$ cat src/timestamp_heap_merge_unit_defines.svh
// Assertion macros shared by the timestamp heap merge unit.
`ifndef TIMESTAMP_HEAP_MERGE_UNIT_DEFINES_SVH
`define TIMESTAMP_HEAP_MERGE_UNIT_DEFINES_SVH

// Same-cycle implication, sampled on clk_i, off during reset.
`define TSHM_ASSERT_IMP(lbl, ante, cons, msg) \
  lbl: assert property (@(posedge clk_i) disable iff (!rst_ni) (ante) |-> (cons)) \
    else $error(msg);

// Next-cycle implication, sampled on clk_i, off during reset.
`define TSHM_ASSERT_NXT(lbl, ante, cons, msg) \
  lbl: assert property (@(posedge clk_i) disable iff (!rst_ni) (ante) |=> (cons)) \
    else $error(msg);

`endif

$ cat src/tshm_pkg.sv
// Types, constants and helpers of the timestamp heap merge unit.
`default_nettype none

package tshm_pkg;

  localparam int unsigned MAX_STREAMS_DEF = 1024;
  localparam int unsigned ID_W            = 20;
  localparam int unsigned TIME_W          = 64;
  localparam int unsigned KIND_W          = 2;

  localparam logic [TIME_W-1:0] TIME_MAX   = {1'b0, {(TIME_W-1){1'b1}}};
  localparam logic [TIME_W-1:0] SIGN_BIT   = {1'b1, {(TIME_W-1){1'b0}}};
  localparam logic [TIME_W-1:0] LAST_RESET = {TIME_W{1'b1}};
  localparam logic [TIME_W-1:0] STOP_RESET = TIME_MAX;

  typedef enum logic [KIND_W-1:0] {
    KIND_LOAD    = 2'd0,
    KIND_START   = 2'd1,
    KIND_ADVANCE = 2'd2
  } kind_e;

  typedef enum logic [1:0] {
    RD_TOP   = 2'd0,
    RD_BUILD = 2'd1,
    RD_CHILD = 2'd2
  } rd_sel_e;

  typedef struct packed {
    logic              ended;
    logic [ID_W-1:0]   stream;
    logic [TIME_W-1:0] tstamp;
  } entry_t;

  localparam int unsigned ENTRY_W = $bits(entry_t);

  typedef struct packed {
    logic    ld_write;
    logic    run_start;
    logic    adv_latch;
    logic    bld_dec;
    rd_sel_e rd_sel;
    logic    cur_from_bld;
    logic    cur_from_adv;
    logic    wr_cur;
    logic    wr_child;
    logic    report;
  } cmd_t;

  typedef struct packed {
    logic count_ge2;
    logic count_nz;
    logic has_child;
    logic child_wins;
    logic bld_nz;
  } sts_t;

  // Order-preserving unsigned key; an ended stream gets the largest key, tied with TIME_MAX.
  function automatic logic [TIME_W-1:0] key_of(input entry_t e);
    logic [TIME_W-1:0] k;
    k = e.ended ? {TIME_W{1'b1}} : (e.tstamp ^ SIGN_BIT);
    return k;
  endfunction

endpackage

`default_nettype wire

$ cat src/tshm_ctrl.sv
// Controller state machine of the timestamp heap merge unit.
`default_nettype none

module tshm_ctrl (
  input  wire logic                         clk_i,
  input  wire logic                         rst_ni,
  input  wire logic                         start_i,
  input  wire logic [tshm_pkg::KIND_W-1:0]  kind_i,
  input  wire tshm_pkg::sts_t               sts_i,
  output      tshm_pkg::cmd_t               cmd_o,
  output      logic                         busy_o
);

  typedef enum logic [3:0] {
    ST_IDLE,
    ST_BLD_RD,
    ST_BLD_LD,
    ST_ADV_RD,
    ST_ADV_LD,
    ST_SFT_RD,
    ST_SFT_CMP,
    ST_SFT_END,
    ST_TOP_RD,
    ST_REPORT
  } state_e;

  state_e state_q, state_d;
  logic   busy_q, busy_d;
  logic   build_q, build_d;

  always_comb begin
    cmd_o   = '0;
    cmd_o.rd_sel = tshm_pkg::RD_TOP;
    state_d = state_q;
    build_d = build_q;
    case (state_q)
      ST_IDLE: begin
        if (start_i) begin
          case (kind_i)
            tshm_pkg::KIND_LOAD: begin
              cmd_o.ld_write = 1'b1;
            end
            tshm_pkg::KIND_START: begin
              cmd_o.run_start = 1'b1;
              if (sts_i.count_ge2) begin
                build_d = 1'b1;
                state_d = ST_BLD_RD;
              end else begin
                state_d = ST_TOP_RD;
              end
            end
            tshm_pkg::KIND_ADVANCE: begin
              cmd_o.adv_latch = 1'b1;
              state_d = sts_i.count_nz ? ST_ADV_RD : ST_TOP_RD;
            end
            default: begin
              state_d = ST_IDLE;
            end
          endcase
        end
      end
      ST_BLD_RD: begin
        cmd_o.rd_sel = tshm_pkg::RD_BUILD;
        state_d = ST_BLD_LD;
      end
      ST_BLD_LD: begin
        cmd_o.cur_from_bld = 1'b1;
        state_d = ST_SFT_RD;
      end
      ST_ADV_RD: begin
        state_d = ST_ADV_LD;
      end
      ST_ADV_LD: begin
        cmd_o.cur_from_adv = 1'b1;
        state_d = ST_SFT_RD;
      end
      ST_SFT_RD: begin
        cmd_o.rd_sel = tshm_pkg::RD_CHILD;
        if (sts_i.has_child) begin
          state_d = ST_SFT_CMP;
        end else begin
          cmd_o.wr_cur = 1'b1;
          state_d = ST_SFT_END;
        end
      end
      ST_SFT_CMP: begin
        if (sts_i.child_wins) begin
          cmd_o.wr_child = 1'b1;
          state_d = ST_SFT_RD;
        end else begin
          cmd_o.wr_cur = 1'b1;
          state_d = ST_SFT_END;
        end
      end
      ST_SFT_END: begin
        // step to the next inner node while building, else fetch the top
        if (build_q && sts_i.bld_nz) begin
          cmd_o.bld_dec = 1'b1;
          state_d = ST_BLD_RD;
        end else begin
          build_d = 1'b0;
          state_d = ST_TOP_RD;
        end
      end
      ST_TOP_RD: begin
        state_d = ST_REPORT;
      end
      ST_REPORT: begin
        cmd_o.report = 1'b1;
        state_d = ST_IDLE;
      end
      default: begin
        state_d = ST_IDLE;
      end
    endcase
    busy_d = (state_d != ST_IDLE);
  end

  always_ff @(posedge clk_i or negedge rst_ni) begin
    if (!rst_ni) begin
      state_q <= ST_IDLE;
      busy_q  <= 1'b0;
      build_q <= 1'b0;
    end else begin
      state_q <= state_d;
      busy_q  <= busy_d;
      build_q <= build_d;
    end
  end

  assign busy_o = busy_q;

endmodule

`default_nettype wire

$ cat config.mk
export PLATFORM = sky130hd
export DESIGN_NAME = tshm_ctrl
export DESIGN_NICKNAME = d
export VERILOG_FILES = /design/src/timestamp_heap_merge_unit_defines.svh /design/src/tshm_pkg.sv /design/src/tshm_ctrl.sv
export SDC_FILE = /design/constraint.sdc
export NUM_CORES = 1
export LEC_CHECK = 0
export BUFFER_PORTS_ARGS = -buffer_cell sky130_fd_sc_hd__buf_2
export CAP_MARGIN = 15
export CORE_AREA = 2 2 39 41
export DETAILED_ROUTE_END_ITERATION = 7
export DIE_AREA = 0 0 41 43
export PLACE_DENSITY = 0.64
export SYNTH_ARGS = -nofsm -noshare
export SYNTH_HDL_FRONTEND = slang
export SYNTH_SLANG_ARGS = --single-unit
$ cat constraint.sdc
create_clock -name clk_i -period 2.17 [get_ports clk_i]
set_clock_uncertainty 0.2 [all_clocks]
set_input_delay 0.1085 -clock clk_i [delete_from_list [all_inputs] [get_ports clk_i]]
set_output_delay 0.1085 -clock clk_i [all_outputs]
set_load 0.1 [all_outputs]
==> metrics.log <==
INFO  metric cts.htree.levels = 1
INFO  metric cellInternalPower = 0.0004658 W
INFO  metric pwr-share-seq = 0.210
INFO  metric timing.final.hold_violations = 0
INFO  metric vias = 473
INFO  metric core_area = 1384 µm²
INFO  metric netlist_instances = 50
INFO  metric depth_of_the_most_critical_reg_to_reg_path = 5
INFO  metric endpoint_type_of_the_worst_setup_path = primary output
INFO  metric yosys_warnings = 0
INFO  metric drt.antenna.violating_nets = 0
INFO  metric critical_path_cell_count = 4
INFO  metric worst_hold_path_type = input port to flip-flop
INFO  metric maxCapViolations = 0
INFO  metric clock_sinks = 6
INFO  metric avgViaCountPerCell = 5.086
INFO  metric fillerInstances = 140
INFO  metric synthDistinctLibCells = 29
INFO  metric final_layout_size_suffix_gt1_frac = 0.5844
INFO  metric power_frac_clock = 0.084
INFO  metric firstDrtPassIters = 2
INFO  metric outcome = complete, no violations
INFO  metric setup_viol = 0
INFO  metric clockRootBuffer = clkbuf_4
INFO  metric whs = 0.006906 ns
INFO  metric tritoncts_clock_tree = done
INFO  metric nets_finish = 89
INFO  metric worst_ep_arrival_time = 1.86 ns
INFO  metric grt_start_max_net_pins = 11
INFO  metric drt-wirelength-per-cell = 12.28 µm
INFO  metric number_of_antenna_violations_at_the_first_check_in_global_routing = 0
INFO  metric number_of_global_route_vias_before_repair = 435
INFO  metric largest_fanout_on_the_critical_path = 7
INFO  metric synth_area = 454.2 µm²
INFO  metric grt_first_pass_wirelength = 1759 µm
INFO  metric max_clock_freq = 0.4617 GHz
INFO  metric path_cells = or2_4 > nor4b_4 > nor3b_4 > buf_12
INFO  metric worstSetupStartpointType = flip-flop
INFO  metric rsz_0062_raised_after_global_routing = yes
INFO  metric slowest_stage = dfrtp_2
INFO  metric detailedRoute.firstIterationViolations = 1
INFO  metric overall_fraction_of_global_route_tracks_in_use = 0.1469
INFO  metric post-dp-hpwl = 908.1 µm
INFO  metric fp.dieArea = 1763 µm²
INFO  metric avgSynthCellArea = 9.084 µm²
INFO  metric insertedDiodeCount = 0
INFO  metric final_common_cell = buf_2
INFO  metric fp.dieW = 41 µm
INFO  metric area_growth_syn_to_layout = 62.81%
INFO  metric critical_setup_path_class = flip-flop to primary output
INFO  metric setup_total_negative_slack = 0 ns
INFO  metric switching_share = 0.5987
INFO  metric cp_num_buf_inv = 1
INFO  metric timing_max_transition_violations_final = 0
INFO  metric fp-row-count = 14
INFO  metric peak_per_stage_delay_on_the_critical_path = 0.44 ns
INFO  metric clock_insertion_delay_worst_skew = 0.24 ns
INFO  metric comb_power_share = 0.707
INFO  metric tightestPinTransition = 0.4847 ns
INFO  metric drc = 0
INFO  metric share_of_the_core_filled_with_cells_in_the_final_layout = 0.5344
INFO  metric path_clk_slew = 0.04 ns
INFO  metric initial_utilization = 0.3282
INFO  metric cts_made_buffers = 3
INFO  metric hold-path-cell-count = 3
INFO  metric timing.max_slew.rel_slack = 0.6791
INFO  metric wl = 1142 µm
INFO  metric critPathRequiredTime = 1.86 ns
INFO  metric p_leak = 0.3461 nW
INFO  metric critical-path-top-delay-family = simple AND/OR/NAND/NOR gates
INFO  metric die_height = 43 µm
INFO  metric pwr_density_cell = 1570 nW/µm²
INFO  metric fin_crit = 2.166 ns
INFO  metric p_switching = 0.0006949 W
INFO  metric synth-seq-area-share = 0.3306
INFO  metric number_of_flip_flops_and_latches_in_the_synthesized_netlist = 6
INFO  metric io-pin-count = 22
INFO  metric gp_congestion = 0.7628
INFO  metric buffers_on_ports = 21
INFO  metric fin_crit_sh = 0.9981
INFO  metric vdd_ir_drop_max = 0.7004 mV
INFO  metric cts.path.max_buffers = 2
INFO  metric globalRouteOverflowTotal = 0
INFO  metric postSynthNetCount = 60
INFO  metric most_used_cells_in_the_layout_excluding_fill_and_tap_cells = buf_2 (17), dfrtp_1 (5), clkbuf_4 (4)
routing by layer:
layer	track usage	part of all wire
met1	0.1788	0.44
met2	0.2313	0.48
met3	0.04188	0.081
met4	0.06000	0
met5	0	0
worst register-to-register path: cells and delay by family, from the launching register on:
kind,cells,cell delay (ns)
compound gates,1,0.41
buf+inv,1,0.15
flops,1,0.44
simple gates,3,0.76
through the flow:
| stage | total power, W | area, µm² | instances | setup WS (ns) |
|---|---|---|---|---|
| finish | 0.001161 | 739.5 | 93 | 0.004080 |
| global route | 0.001231 | 739.5 | 93 | -0.07175 |
| CTS | 0.001133 | 713.2 | 90 | 0.02080 |
| detailed placement | 0.001007 | 659.4 | 85 | 0.1143 |
| global placement | 0.001002 | 659.4 | 85 | 0.1378 |
| floorplan | 0.0008895 | 504.2 | 50 | -0.1495 |
cell families after synthesis:
| logic type | count (synthesis) | synth area share |
|---|---|---|
| AO/OA/AOI/OAI | 11 | 0.1929 |
| buffers and inverters | 3 | 0.04130 |
| flip-flops | 6 | 0.3306 |
| AND/OR/NAND/NOR | 30 | 0.4353 |
registers in the layout, indices dropped and copies added, names as in the netlist:
register / cells
state_q: 4
build_q: 1
busy_o: 1
repair_timing:
item / CTS / global route
endpoints found under the hold margin: 7 / 0
buffers inserted: 0 / 3
pin swaps: 1 / 2
gates resized for setup: 2 / 2
setup endpoints to repair: 3 / 2
hold buffers: 2 / 0
gates cloned: 0 / 0
cell usage after synthesis:
cell type	n	area share
dfrtp_1	6	0.33
nor3_1	6	0.066
nor2_1	5	0.041
nand2_1	3	0.025
nor3b_1	3	0.050
a21oi_1	2	0.022
a31oi_1	2	0.028
buf_4	2	0.033
a2111o_1	1	0.025
a21o_1	1	0.017
a22o_1	1	0.019
a311o_2	1	0.025
and2_1	1	0.014
and2_2	1	0.017
and3b_2	1	0.022
inv_1	1	0.0083
nand2b_1	1	0.014
nand2b_2	1	0.019
nor2b_1	1	0.014
nor2b_4	1	0.030
nor4b_2	1	0.033
o21bai_1	1	0.017
o22a_1	1	0.019
o32a_1	1	0.022
or2_1	1	0.014
or2b_2	1	0.019
or3_1	1	0.014
or3b_2	1	0.019
or4bb_1	1	0.025
power by group through the flow:
stage	registers [W]	clock network [W]	logic (W)
floorplan	0.000227	0	0.000662
global placement	0.000235	0	0.000767
detailed placement	0.000238	0	0.000769
CTS	0.000244	0.000100	0.000790
global route	0.000252	0.000110	0.000869
finish	0.000243	0.0000972	0.000820
path summary, 6_finish.rpt:
path	startpoint	to	slack, ns
worst min-delay path	sts_i[4]	build_q	0.007
worst min register to register	state_q[2]	state_q[2]	0.37
worst max register to register	state_q[2]	busy_o	0.09
max in group asynchronous	rst_ni	state_q[2]	1.59
min in group asynchronous	rst_ni	state_q[0]	0.03
worst max-delay path	state_q[2]	cmd_o[10]	0.004
area by class of cell:
cell class / count / area (µm²) / area share
Multi-Input combinational cell: 41 / 346.6 / 0.4687
Sequential cell: 6 / 151.4 / 0.2047
Clock buffer: 3 / 22.52 / 0.03046
Tap cell: 16 / 20.02 / 0.02707
Inverter: 1 / 3.754 / 0.005076
Timing Repair Buffer: 26 / 195.2 / 0.2640
Power figures use the tool's default switching activity.
